### src/fptw_pkg.sv
// Shared types and constants for the FM PLL tuning I2C writer.
package fptw_pkg;

   localparam int FREQ_W       = 16;
   localparam int POWER_W      = 8;
   localparam int BYTE_W       = 8;
   localparam int TICKS_W      = 16;
   localparam int VALUE_W      = 17;
   localparam int CSR_INDEX_W  = 3;
   localparam int CSR_DATA_W   = 16;
   localparam int BIT_INDEX_W  = 4;
   localparam int BYTE_INDEX_W = 3;

   localparam logic [BYTE_W-1:0]       CONTROL_BYTE   = 8'd192;
   localparam logic [BIT_INDEX_W-1:0]  BITS_PER_BYTE  = 4'd8;
   localparam logic [BYTE_INDEX_W-1:0] LAST_BYTE      = 3'd4;

   localparam logic [FREQ_W-1:0]  FREQ_LOW_RESET     = 16'd1750;
   localparam logic [FREQ_W-1:0]  FREQ_HIGH_RESET    = 16'd2160;
   localparam logic [FREQ_W-1:0]  FREQ_FALLBACK_RESET = 16'd1750;
   localparam logic [POWER_W-1:0] POWER_LOW_RESET    = 8'd0;
   localparam logic [POWER_W-1:0] POWER_HIGH_RESET   = 8'd255;
   localparam logic [BYTE_W-1:0]  ADDRESS_RESET      = 8'd0;
   localparam logic [TICKS_W-1:0] PHASE_TICKS_RESET  = 16'd1;

   typedef enum logic [1:0] {
      MODE_TICK   = 2'd0,
      MODE_FREQ   = 2'd1,
      MODE_POWER  = 2'd2,
      MODE_STEREO = 2'd3
   } mode_type;

   typedef enum logic [CSR_INDEX_W-1:0] {
      CSR_FREQ_LOW      = 3'd0,
      CSR_FREQ_HIGH     = 3'd1,
      CSR_FREQ_FALLBACK = 3'd2,
      CSR_POWER_LOW     = 3'd3,
      CSR_POWER_HIGH    = 3'd4,
      CSR_ADDRESS       = 3'd5,
      CSR_PHASE_TICKS   = 3'd6,
      CSR_INVERT_STEREO = 3'd7
   } csr_index_type;

   typedef enum logic [9:0] {
      PH_IDLE      = 10'b00_0000_0001,
      PH_LEAD      = 10'b00_0000_0010,
      PH_SDA_FALL  = 10'b00_0000_0100,
      PH_SCL_FALL  = 10'b00_0000_1000,
      PH_FIRST_BIT = 10'b00_0001_0000,
      PH_SCL_RISE  = 10'b00_0010_0000,
      PH_SCL_LOW   = 10'b00_0100_0000,
      PH_NEXT_BIT  = 10'b00_1000_0000,
      PH_STOP_SCL  = 10'b01_0000_0000,
      PH_STOP_SDA  = 10'b10_0000_0000
   } phase_type;

   typedef struct packed {
      logic               scl_pin;
      logic               sda_pin;
      logic               mono_pin;
      logic               busy_res;
      logic               rejected;
      logic [FREQ_W-1:0]  freq_now;
      logic [POWER_W-1:0] power_now;
   } rsp_type;

endpackage

### src/fptw_if.sv
// Valid/ready channel interfaces for the request, response and register write ports.
interface fptw_req_if;
   logic                                   valid;
   logic                                   ready;
   logic [1:0]                             mode;
   logic signed [fptw_pkg::VALUE_W-1:0]    value;
   logic                                   value_absent;

   modport source (output valid, mode, value, value_absent, input ready);
   modport sink (input valid, mode, value, value_absent, output ready);
endinterface

interface fptw_rsp_if;
   logic                            valid;
   logic                            ready;
   logic                            scl_pin;
   logic                            sda_pin;
   logic                            mono_pin;
   logic                            busy_res;
   logic                            rejected;
   logic [fptw_pkg::FREQ_W-1:0]     freq_now;
   logic [fptw_pkg::POWER_W-1:0]    power_now;

   modport source (output valid, scl_pin, sda_pin, mono_pin, busy_res, rejected,
                   freq_now, power_now, input ready);
   modport sink (input valid, scl_pin, sda_pin, mono_pin, busy_res, rejected,
                 freq_now, power_now, output ready);
endinterface

interface fptw_csr_if;
   logic                                valid;
   logic                                ready;
   logic [fptw_pkg::CSR_INDEX_W-1:0]    index;
   logic [fptw_pkg::CSR_DATA_W-1:0]     data;

   modport source (output valid, index, data, input ready);
   modport sink (input valid, index, data, output ready);
endinterface

### src/fm_pll_tuning_i2c_writer_top.sv
// Top level of the FM PLL tuning I2C writer: command handling and bit-banged write sequencer.
// The result of an item is registered into the output entry, or into the skid entry while the output is stalled.
// Throughput: one item per cycle while the skid entry is empty, set by the single state update between the request
// port and the two-entry response buffer; a new item is taken while one result waits.
// Reset: synchronous, active high; clears the sequencer, pins and stored values, and
// loads the register defaults. No clearing pass is needed.
module fm_pll_tuning_i2c_writer_top (
   input logic         clock,
   input logic         reset,
   fptw_req_if.sink    req_chan,
   fptw_rsp_if.source  rsp_chan,
   fptw_csr_if.sink    csr_chan
);

   function automatic logic [fptw_pkg::FREQ_W-1:0] clamp_freq(
      input logic signed [fptw_pkg::VALUE_W-1:0] v,
      input logic [fptw_pkg::FREQ_W-1:0]         lo,
      input logic [fptw_pkg::FREQ_W-1:0]         hi);
      logic signed [fptw_pkg::VALUE_W:0] v_ext;
      v_ext = {v[fptw_pkg::VALUE_W-1], v};
      if (v_ext < $signed({2'b00, lo})) begin
         return lo;
      end else if (v_ext > $signed({2'b00, hi})) begin
         return hi;
      end else begin
         return v[fptw_pkg::FREQ_W-1:0];
      end
   endfunction

   function automatic logic [fptw_pkg::POWER_W-1:0] clamp_power(
      input logic signed [fptw_pkg::VALUE_W-1:0] v,
      input logic [fptw_pkg::POWER_W-1:0]        lo,
      input logic [fptw_pkg::POWER_W-1:0]        hi);
      logic signed [fptw_pkg::VALUE_W:0] v_ext;
      v_ext = {v[fptw_pkg::VALUE_W-1], v};
      if (v_ext < $signed({10'b0, lo})) begin
         return lo;
      end else if (v_ext > $signed({10'b0, hi})) begin
         return hi;
      end else begin
         return v[fptw_pkg::POWER_W-1:0];
      end
   endfunction

   // Register settings.
   logic [fptw_pkg::FREQ_W-1:0]  freq_low_ff, freq_high_ff, freq_fallback_ff;
   logic [fptw_pkg::POWER_W-1:0] power_low_ff, power_high_ff;
   logic [fptw_pkg::BYTE_W-1:0]  address_ff;
   logic [fptw_pkg::TICKS_W-1:0] phase_ticks_ff;
   logic                         invert_stereo_ff;

   // Block state.
   logic [fptw_pkg::FREQ_W-1:0]       freq_ff, freq_in;
   logic [fptw_pkg::POWER_W-1:0]      power_ff, power_in;
   logic                              freq_known_ff, freq_known_in;
   logic                              power_known_ff, power_known_in;
   logic [fptw_pkg::BYTE_W-1:0]       shift_ff, shift_in;
   logic [fptw_pkg::BIT_INDEX_W-1:0]  bit_index_ff, bit_index_in;
   logic [fptw_pkg::BYTE_INDEX_W-1:0] byte_index_ff, byte_index_in;
   fptw_pkg::phase_type               phase_ff, phase_in;
   logic [fptw_pkg::TICKS_W-1:0]      delay_ff, delay_in;
   logic                              scl_ff, scl_in;
   logic                              sda_ff, sda_in;
   logic                              mono_ff, mono_in;

   // Response buffer.
   fptw_pkg::rsp_type out_ff, out_in, skid_ff, skid_in, result;
   logic              out_valid_ff, out_valid_in, skid_valid_ff, skid_valid_in;

   logic                         req_accept;
   logic                         busy;
   logic                         rejected;
   logic [fptw_pkg::TICKS_W-1:0] delay_load;
   logic [fptw_pkg::BIT_INDEX_W-1:0] bit_next;
   logic [fptw_pkg::BYTE_W-1:0]  shift_next;
   logic [fptw_pkg::BYTE_INDEX_W-1:0] byte_next;
   logic [fptw_pkg::BYTE_W-1:0]  byte_load;

   assign csr_chan.ready = 1'b1;
   assign req_chan.ready = !skid_valid_ff;
   assign req_accept     = req_chan.valid && req_chan.ready;
   assign busy           = phase_ff != fptw_pkg::PH_IDLE;
   assign delay_load     = (phase_ticks_ff == '0) ? fptw_pkg::TICKS_W'(1) : phase_ticks_ff;
   assign bit_next       = bit_index_ff + 1'b1;
   assign shift_next     = {shift_ff[fptw_pkg::BYTE_W-2:0], 1'b0};
   assign byte_next      = byte_index_ff + 1'b1;

   always_comb begin
      case (byte_next)
         3'd1:    byte_load = freq_ff[15:8];
         3'd2:    byte_load = freq_ff[7:0];
         3'd3:    byte_load = fptw_pkg::CONTROL_BYTE;
         default: byte_load = power_ff;
      endcase
   end

   always_comb begin
      freq_in        = freq_ff;
      power_in       = power_ff;
      freq_known_in  = freq_known_ff;
      power_known_in = power_known_ff;
      shift_in       = shift_ff;
      bit_index_in   = bit_index_ff;
      byte_index_in  = byte_index_ff;
      phase_in       = phase_ff;
      delay_in       = delay_ff;
      scl_in         = scl_ff;
      sda_in         = sda_ff;
      mono_in        = mono_ff;
      rejected       = 1'b0;
      if (req_accept) begin
         if (fptw_pkg::mode_type'(req_chan.mode) == fptw_pkg::MODE_TICK) begin
            if (busy) begin
               if (delay_ff > fptw_pkg::TICKS_W'(1)) begin
                  delay_in = delay_ff - 1'b1;
               end else begin
                  delay_in = delay_load;
                  case (phase_ff)
                     fptw_pkg::PH_LEAD: begin
                        sda_in   = 1'b1;
                        scl_in   = 1'b1;
                        phase_in = fptw_pkg::PH_SDA_FALL;
                     end
                     fptw_pkg::PH_SDA_FALL: begin
                        sda_in   = 1'b0;
                        phase_in = fptw_pkg::PH_SCL_FALL;
                     end
                     fptw_pkg::PH_SCL_FALL: begin
                        scl_in   = 1'b0;
                        phase_in = fptw_pkg::PH_FIRST_BIT;
                     end
                     fptw_pkg::PH_FIRST_BIT: begin
                        byte_index_in = '0;
                        bit_index_in  = '0;
                        shift_in      = address_ff;
                        sda_in        = address_ff[fptw_pkg::BYTE_W-1];
                        phase_in      = fptw_pkg::PH_SCL_RISE;
                     end
                     fptw_pkg::PH_SCL_RISE: begin
                        scl_in   = 1'b1;
                        phase_in = fptw_pkg::PH_SCL_LOW;
                     end
                     fptw_pkg::PH_SCL_LOW: begin
                        scl_in   = 1'b0;
                        phase_in = fptw_pkg::PH_NEXT_BIT;
                     end
                     fptw_pkg::PH_NEXT_BIT: begin
                        if (bit_index_ff < fptw_pkg::BITS_PER_BYTE) begin
                           // After the eighth bit the data line is released for the ack slot.
                           bit_index_in = bit_next;
                           shift_in     = shift_next;
                           sda_in       = (bit_next < fptw_pkg::BITS_PER_BYTE) ?
                                          shift_next[fptw_pkg::BYTE_W-1] : 1'b1;
                           phase_in     = fptw_pkg::PH_SCL_RISE;
                        end else if (byte_index_ff < fptw_pkg::LAST_BYTE) begin
                           byte_index_in = byte_next;
                           bit_index_in  = '0;
                           shift_in      = byte_load;
                           sda_in        = byte_load[fptw_pkg::BYTE_W-1];
                           phase_in      = fptw_pkg::PH_SCL_RISE;
                        end else begin
                           sda_in   = 1'b0;
                           phase_in = fptw_pkg::PH_STOP_SCL;
                        end
                     end
                     fptw_pkg::PH_STOP_SCL: begin
                        scl_in   = 1'b1;
                        phase_in = fptw_pkg::PH_STOP_SDA;
                     end
                     default: begin
                        sda_in   = 1'b1;
                        phase_in = fptw_pkg::PH_IDLE;
                        delay_in = '0;
                     end
                  endcase
               end
            end
         end else if (busy) begin
            rejected = 1'b1;
         end else if (fptw_pkg::mode_type'(req_chan.mode) == fptw_pkg::MODE_STEREO) begin
            mono_in = !((req_chan.value != '0) != invert_stereo_ff);
         end else begin
            if (fptw_pkg::mode_type'(req_chan.mode) == fptw_pkg::MODE_FREQ) begin
               freq_in  = req_chan.value_absent ? freq_fallback_ff :
                          clamp_freq(req_chan.value, freq_low_ff, freq_high_ff);
               if (!power_known_ff || power_ff < power_low_ff) begin
                  power_in = power_low_ff;
               end else if (power_ff > power_high_ff) begin
                  power_in = power_high_ff;
               end
            end else begin
               if (!freq_known_ff) begin
                  freq_in = freq_fallback_ff;
               end else if (freq_ff < freq_low_ff) begin
                  freq_in = freq_low_ff;
               end else if (freq_ff > freq_high_ff) begin
                  freq_in = freq_high_ff;
               end
               power_in = req_chan.value_absent ? power_low_ff :
                          clamp_power(req_chan.value, power_low_ff, power_high_ff);
            end
            freq_known_in  = 1'b1;
            power_known_in = 1'b1;
            byte_index_in  = '0;
            bit_index_in   = '0;
            shift_in       = address_ff;
            phase_in       = fptw_pkg::PH_LEAD;
            delay_in       = delay_load;
         end
      end
   end

   always_comb begin
      result.scl_pin   = scl_in;
      result.sda_pin   = sda_in;
      result.mono_pin  = mono_in;
      result.busy_res  = phase_in != fptw_pkg::PH_IDLE;
      result.rejected  = rejected;
      result.freq_now  = freq_in;
      result.power_now = power_in;
   end

   // The skid entry holds a result taken while the output entry is stalled.
   always_comb begin
      out_in        = out_ff;
      out_valid_in  = out_valid_ff;
      skid_in       = skid_ff;
      skid_valid_in = skid_valid_ff;
      if (out_valid_ff && rsp_chan.ready) begin
         out_valid_in  = skid_valid_ff;
         out_in        = skid_ff;
         skid_valid_in = 1'b0;
      end
      if (req_accept) begin
         if (!out_valid_ff || rsp_chan.ready) begin
            out_in       = result;
            out_valid_in = 1'b1;
         end else begin
            skid_in       = result;
            skid_valid_in = 1'b1;
         end
      end
   end

   assign rsp_chan.valid     = out_valid_ff;
   assign rsp_chan.scl_pin   = out_ff.scl_pin;
   assign rsp_chan.sda_pin   = out_ff.sda_pin;
   assign rsp_chan.mono_pin  = out_ff.mono_pin;
   assign rsp_chan.busy_res  = out_ff.busy_res;
   assign rsp_chan.rejected  = out_ff.rejected;
   assign rsp_chan.freq_now  = out_ff.freq_now;
   assign rsp_chan.power_now = out_ff.power_now;

   always_ff @(posedge clock) begin
      if (reset) begin
         freq_low_ff      <= fptw_pkg::FREQ_LOW_RESET;
         freq_high_ff     <= fptw_pkg::FREQ_HIGH_RESET;
         freq_fallback_ff <= fptw_pkg::FREQ_FALLBACK_RESET;
         power_low_ff     <= fptw_pkg::POWER_LOW_RESET;
         power_high_ff    <= fptw_pkg::POWER_HIGH_RESET;
         address_ff       <= fptw_pkg::ADDRESS_RESET;
         phase_ticks_ff   <= fptw_pkg::PHASE_TICKS_RESET;
         invert_stereo_ff <= 1'b0;
      end else if (csr_chan.valid && csr_chan.ready) begin
         case (fptw_pkg::csr_index_type'(csr_chan.index))
            fptw_pkg::CSR_FREQ_LOW:      freq_low_ff      <= csr_chan.data;
            fptw_pkg::CSR_FREQ_HIGH:     freq_high_ff     <= csr_chan.data;
            fptw_pkg::CSR_FREQ_FALLBACK: freq_fallback_ff <= csr_chan.data;
            fptw_pkg::CSR_POWER_LOW:     power_low_ff     <= csr_chan.data[7:0];
            fptw_pkg::CSR_POWER_HIGH:    power_high_ff    <= csr_chan.data[7:0];
            fptw_pkg::CSR_ADDRESS:       address_ff       <= csr_chan.data[7:0];
            fptw_pkg::CSR_PHASE_TICKS:   phase_ticks_ff   <= csr_chan.data;
            default:                     invert_stereo_ff <= csr_chan.data[0];
         endcase
      end
   end

   always_ff @(posedge clock) begin
      if (reset) begin
         freq_ff        <= '0;
         power_ff       <= '0;
         freq_known_ff  <= 1'b0;
         power_known_ff <= 1'b0;
         shift_ff       <= '0;
         bit_index_ff   <= '0;
         byte_index_ff  <= '0;
         phase_ff       <= fptw_pkg::PH_IDLE;
         delay_ff       <= '0;
         scl_ff         <= 1'b0;
         sda_ff         <= 1'b0;
         mono_ff        <= 1'b0;
         out_valid_ff   <= 1'b0;
         skid_valid_ff  <= 1'b0;
      end else begin
         freq_ff        <= freq_in;
         power_ff       <= power_in;
         freq_known_ff  <= freq_known_in;
         power_known_ff <= power_known_in;
         shift_ff       <= shift_in;
         bit_index_ff   <= bit_index_in;
         byte_index_ff  <= byte_index_in;
         phase_ff       <= phase_in;
         delay_ff       <= delay_in;
         scl_ff         <= scl_in;
         sda_ff         <= sda_in;
         mono_ff        <= mono_in;
         out_valid_ff   <= out_valid_in;
         skid_valid_ff  <= skid_valid_in;
      end
   end

   always_ff @(posedge clock) begin
      out_ff  <= out_in;
      skid_ff <= skid_in;
   end

endmodule
### src/flat_wrapper.sv
// flat-port wrapper written by rule: the top's interface ports become plain ports
module fm_pll_tuning_i2c_writer_top_flat 
  (clock, reset, req_chan_valid, req_chan_mode, req_chan_value, req_chan_value_absent, req_chan_ready, rsp_chan_valid, rsp_chan_scl_pin, rsp_chan_sda_pin, rsp_chan_mono_pin, rsp_chan_busy_res, rsp_chan_rejected, rsp_chan_freq_now, rsp_chan_power_now, rsp_chan_ready, csr_chan_valid, csr_chan_index, csr_chan_data, csr_chan_ready);
  fptw_req_if req_chan_i ();
  fptw_rsp_if rsp_chan_i ();
  fptw_csr_if csr_chan_i ();
  input logic clock;
  input logic reset;
  input wire logic [$bits(req_chan_i.valid)-1:0] req_chan_valid;
  input wire logic [$bits(req_chan_i.mode)-1:0] req_chan_mode;
  input wire logic [$bits(req_chan_i.value)-1:0] req_chan_value;
  input wire logic [$bits(req_chan_i.value_absent)-1:0] req_chan_value_absent;
  output wire logic [$bits(req_chan_i.ready)-1:0] req_chan_ready;
  output wire logic [$bits(rsp_chan_i.valid)-1:0] rsp_chan_valid;
  output wire logic [$bits(rsp_chan_i.scl_pin)-1:0] rsp_chan_scl_pin;
  output wire logic [$bits(rsp_chan_i.sda_pin)-1:0] rsp_chan_sda_pin;
  output wire logic [$bits(rsp_chan_i.mono_pin)-1:0] rsp_chan_mono_pin;
  output wire logic [$bits(rsp_chan_i.busy_res)-1:0] rsp_chan_busy_res;
  output wire logic [$bits(rsp_chan_i.rejected)-1:0] rsp_chan_rejected;
  output wire logic [$bits(rsp_chan_i.freq_now)-1:0] rsp_chan_freq_now;
  output wire logic [$bits(rsp_chan_i.power_now)-1:0] rsp_chan_power_now;
  input wire logic [$bits(rsp_chan_i.ready)-1:0] rsp_chan_ready;
  input wire logic [$bits(csr_chan_i.valid)-1:0] csr_chan_valid;
  input wire logic [$bits(csr_chan_i.index)-1:0] csr_chan_index;
  input wire logic [$bits(csr_chan_i.data)-1:0] csr_chan_data;
  output wire logic [$bits(csr_chan_i.ready)-1:0] csr_chan_ready;
  assign req_chan_i.valid = req_chan_valid;
  assign req_chan_i.mode = req_chan_mode;
  assign req_chan_i.value = req_chan_value;
  assign req_chan_i.value_absent = req_chan_value_absent;
  assign req_chan_ready = req_chan_i.ready;
  assign rsp_chan_valid = rsp_chan_i.valid;
  assign rsp_chan_scl_pin = rsp_chan_i.scl_pin;
  assign rsp_chan_sda_pin = rsp_chan_i.sda_pin;
  assign rsp_chan_mono_pin = rsp_chan_i.mono_pin;
  assign rsp_chan_busy_res = rsp_chan_i.busy_res;
  assign rsp_chan_rejected = rsp_chan_i.rejected;
  assign rsp_chan_freq_now = rsp_chan_i.freq_now;
  assign rsp_chan_power_now = rsp_chan_i.power_now;
  assign rsp_chan_i.ready = rsp_chan_ready;
  assign csr_chan_i.valid = csr_chan_valid;
  assign csr_chan_i.index = csr_chan_index;
  assign csr_chan_i.data = csr_chan_data;
  assign csr_chan_ready = csr_chan_i.ready;
  fm_pll_tuning_i2c_writer_top u_core (.clock(clock), .reset(reset), .req_chan(req_chan_i), .rsp_chan(rsp_chan_i), .csr_chan(csr_chan_i));
endmodule
### config.mk
export PLATFORM = sky130hd
export DESIGN_NAME = fm_pll_tuning_i2c_writer_top_flat
export DESIGN_NICKNAME = d
export VERILOG_FILES = /design/src/fptw_pkg.sv /design/src/fptw_if.sv /design/src/fm_pll_tuning_i2c_writer_top.sv /design/src/flat_wrapper.sv
export SDC_FILE = /design/constraint.sdc
export NUM_CORES = 1
export LEC_CHECK = 0
export BUFFER_PORTS_ARGS = -buffer_cell sky130_fd_sc_hd__buf_4
export CORE_MARGIN = 4
export CORE_UTILIZATION = 60
export DETAILED_ROUTE_END_ITERATION = 6
export MAX_ROUTING_LAYER = met4
export PLACE_DENSITY = 0.78
export SLEW_MARGIN = 20
export SYNTH_ARGS = -nofsm -noshare
export SYNTH_HDL_FRONTEND = slang
export SYNTH_SLANG_ARGS = --single-unit
### constraint.sdc
create_clock -name clock -period 6.55 [get_ports clock]
set_input_delay 0.9825 -clock clock [delete_from_list [all_inputs] [get_ports clock]]
set_output_delay 0.9825 -clock clock [all_outputs]
set_load 0.02 [all_outputs]
==> results.py <==
metrics = {
    "outcome": {
        "status": "finished, final reports clean",
    },
    "clock_network": {
        "root_buffer": "clkbuf_16",
        "post_cts_resized": 0,
        "clk_pin_slew_ns": 0.06,
        "cts_tree": "yes",
        "numCtsBuffers": 23,
        "clock_path_buffers": 3,
        "cts_setup_buffers": 0,
        "cts_hold_buffers": 0,
        "clock-sinks": 217,
        "cts_max_level": 1,
        "clock_latency_ns": 0.52,
    },
    "logic_synthesis": {
        "synth-edff-count": 29,
        "ys_ff_latch": 217,
        "avgSynthCellArea_um2": 8.24,
        "yosys.cell_count.top_type": "nand2_1",
        "ys_types": 79,
        "ys.warnings.count": 0,
        "synth_cells": 1538,
        "synth_top_cell_by_area": "dfxtp_1",
        "async_flop_share": 0,
        "ys.flop_type": "dfxtp_1",
        "synth_seq_area_share": 0.366,
        "synth_common_cells": "nand2_1 (196), dfxtp_1 (188), a21oi_1 (167), nor2_1 (133), ha_1 (102)",
        "synth.cell_area_um2": 12700,
        "synth_top_cell_area_share": 0.297,
        "syn_nets": 1684,
        "synth_area_leaders": "dfxtp_1 (30%), ha_1 (10%), edfxtp_1 (6.9%)",
    },
    "floorplanning": {
        "start_util": 0.618,
        "die-area_um2": 23500,
        "die_y_um": 153,
        "core_area_um2": 20500,
        "io-pin-count": 76,
        "dieWidth_um": 153,
        "rows": 52,
    },
    "power_and_ir_drop": {
        "p_total_mw": 3.56,
        "ir_drop_v": 0.000208,
        "p_per_area_nw_per_um2": 254,
        "p_leak_nw": 5.68,
    },
    "route": {
        "totalWireLength_um": 39200,
        "ant_nets": 0,
        "vias_per_cell": 6.46,
        "num_vias": 11900,
        "wire_per_inst_um": 21.2,
        "drt-initial-drc-count": 1228,
        "dr.pass1.iters": 5,
        "drc_errors": 0,
    },
    "worst_setup_path": {
        "start_kind": "flop",
        "crit_path_max_incr_delay_ns": 0.62,
        "crit_arrival_ns": 4.34,
        "reg2reg_to": "u_core.rsp_chan.freq_now[13]$_DFF_P_",
        "end_kind": "flop",
        "cp-startpoint": "u_core.freq_ff[14]$_SDFF_PP0_",
        "setup.worst_path.end": "u_core.rsp_chan.freq_now[13]$_DFF_P_",
        "rrSetupSlack_ns": 2.55,
        "rr_worst_depth": 10,
        "r2r_start": "u_core.freq_ff[14]$_SDFF_PP0_",
        "cpMaxStageDelayCell": "dfxtp_1",
        "cp_data_required_time_ns": 6.89,
        "crit_family": "compound AO/OA/AOI/OAI gates",
        "crit_buf_inv": 1,
        "crit_chain": "ha_1 -> a21o_1 -> a21oi_1 -> or3b_1 -> o31ai_4 -> buf_4 -> mux2i_1 -> o21ai_0 -> a221oi_1 -> o22ai_1",
        "cp_max_fo": 11,
        "worst-path-stages": 10,
        "crit_type": "flop to flop",
    },
    "cells_and_area": {
        "final_layout_size_suffix_gt1_frac": 0.0969,
        "stdcell_count": 1849,
        "nets": 1710,
        "antenna_cells": 0,
        "syn2layout_area_growth_pct": 10.7,
    },
    "global_route": {
        "grt_remaining_overflow": 0,
        "grt_pass1_wl_um": 60700,
        "grt_pass1_vias": 10800,
        "grt.total_usage": 0.330,
        "grt_max_degree": 106,
        "antenna_found_initial": 0,
    },
    "placed_design": {
        "place_congestion": 1.05,
        "port_buffers": 74,
        "dp.cells": 1809,
        "hpwlAfterDp_um": 29400,
    },
    "timing": {
        "hold_viol": 0,
        "period_share": 0.611,
        "period_needed_ns": 4.00,
        "worst_pin_slew_ns": 1.15,
        "fin_setup_tns_ns": 0,
        "fin_worst_skew_ns": 0.0151,
        "setup_viol": 0,
        "rsz0062_at_grt": "no",
        "relSlewSlack": 0.232,
        "drv_slew": 0,
        "clock.fmax_mhz": 250,
    },
    "run": {
        "max_cap_viol_count": 0,
    },
    "min_path": {
        "hp-class": "flop to flop",
    },
}
==> area by class of cell <==
cell class                 count  area, µm²
clock buffer                  32        619
clock inverter                 8       93.8
fill                        1706       6470
inverter                      75        282
multi-input combinational   1166       7450
sequential                   217       4630
tap                          270        338
timing repair buffer          81        608
==> power breakdown <==
group | internal [mW] | total [mW] | switching (mW) | leakage, nW
Clock | 0.738 | 1.26 | 0.520 | 0.352
Combinational | 0.301 | 0.776 | 0.475 | 3.52
Sequential | 1.43 | 1.53 | 0.0934 | 1.81
Total | 2.47 | 3.56 | 1.09 | 5.68
==> kinds of logic after synthesis <==
family,Yosys count,synth area share
buffers and inverters,155,0.0479
DFF,217,0.366
other,1,0.000296
adders and majority gates,102,0.101
muxes,56,0.0459
AOI/OAI and AO/OA,422,0.210
xor gates and xnor gates,13,0.00899
and+or+nand+nor,572,0.220
==> worst min path at each step <==
stage | startpoint | end | slack, ns | depth (start not counted)
floorplan | u_core.shift_ff[6]$_SDFFE_PP0P_ | u_core.shift_ff[6]$_SDFFE_PP0P_ | 0.43 | 2
finish | u_core.shift_ff[6]$_SDFFE_PP0P_ | u_core.shift_ff[6]$_SDFFE_PP0P_ | 0.46 | 2
global route | u_core.address_ff[3]$_SDFFE_PP0P_ | u_core.address_ff[3]$_SDFFE_PP0P_ | 0.48 | 2
detailed placement | u_core.freq_fallback_ff[13]$_SDFFE_PP0P_ | u_core.freq_fallback_ff[13]$_SDFFE_PP0P_ | 0.45 | 2
CTS | u_core.freq_fallback_ff[13]$_SDFFE_PP0P_ | u_core.freq_fallback_ff[13]$_SDFFE_PP0P_ | 0.46 | 2
global placement | u_core.shift_ff[6]$_SDFFE_PP0P_ | u_core.shift_ff[6]$_SDFFE_PP0P_ | 0.44 | 2
==> stage by stage <==
stage	worst slack [ns]	hold slack, ns	util	instance area (µm²)
2_1_floorplan	3.04	0.432	-	12700
3_3_place_gp	2.26	0.439	0.649	13300
3_5_place_dp	2.11	0.453	0.649	13300
4_1_cts	2.66	0.461	0.684	14000
5_1_grt	2.38	0.476	0.684	14000
6_report	2.55	0.460	0.684	14000
==> state kept, by name (all words and copies together) (netlist names), 16 cells and up <==
signal and count:
u_core.freq_high_ff 16, u_core.freq_ff 16, u_core.skid_ff 29, u_core.delay_ff 16
u_core.freq_fallback_ff 16, u_core.phase_ticks_ff 16, u_core.freq_low_ff 16, u_core.rsp_chan.freq_now 16
==> metal layers <==
layer,global-route usage,vias up,part of all wire
li1,-,5645,-
met1,0.487,5614,0.44
met2,0.466,618,0.42
met3,0.0574,68,0.12
met4,0.0849,0,0.029
met5,-,-,0
==> worst register-to-register path, cell delays in order (launching register included) <==
cell and delay [ns]:
dfxtp_1 0.62, ha_1 0.34, a21o_1 0.16, a21oi_1 0.29, or3b_1 0.43, o31ai_4 0.51, buf_4 0.35, mux2i_1 0.20
o21ai_0 0.18, a221oi_1 0.58, o22ai_1 0.19
==> cell usage in the layout (no fill, tap or decap), types with 29 or more instances in the layout <==
cell / n
nor2_1: 131
o21ai_0: 81
buf_4: 81
ha_1: 102
edfxtp_1: 29
dfxtp_1: 188
a211oi_1: 38
nor3_1: 52
a21oi_1: 166
nand3_1: 44
nand2_1: 196
mux2i_1: 39
inv_1: 74
No activity file was read; power rests on OpenSTA's default activity.
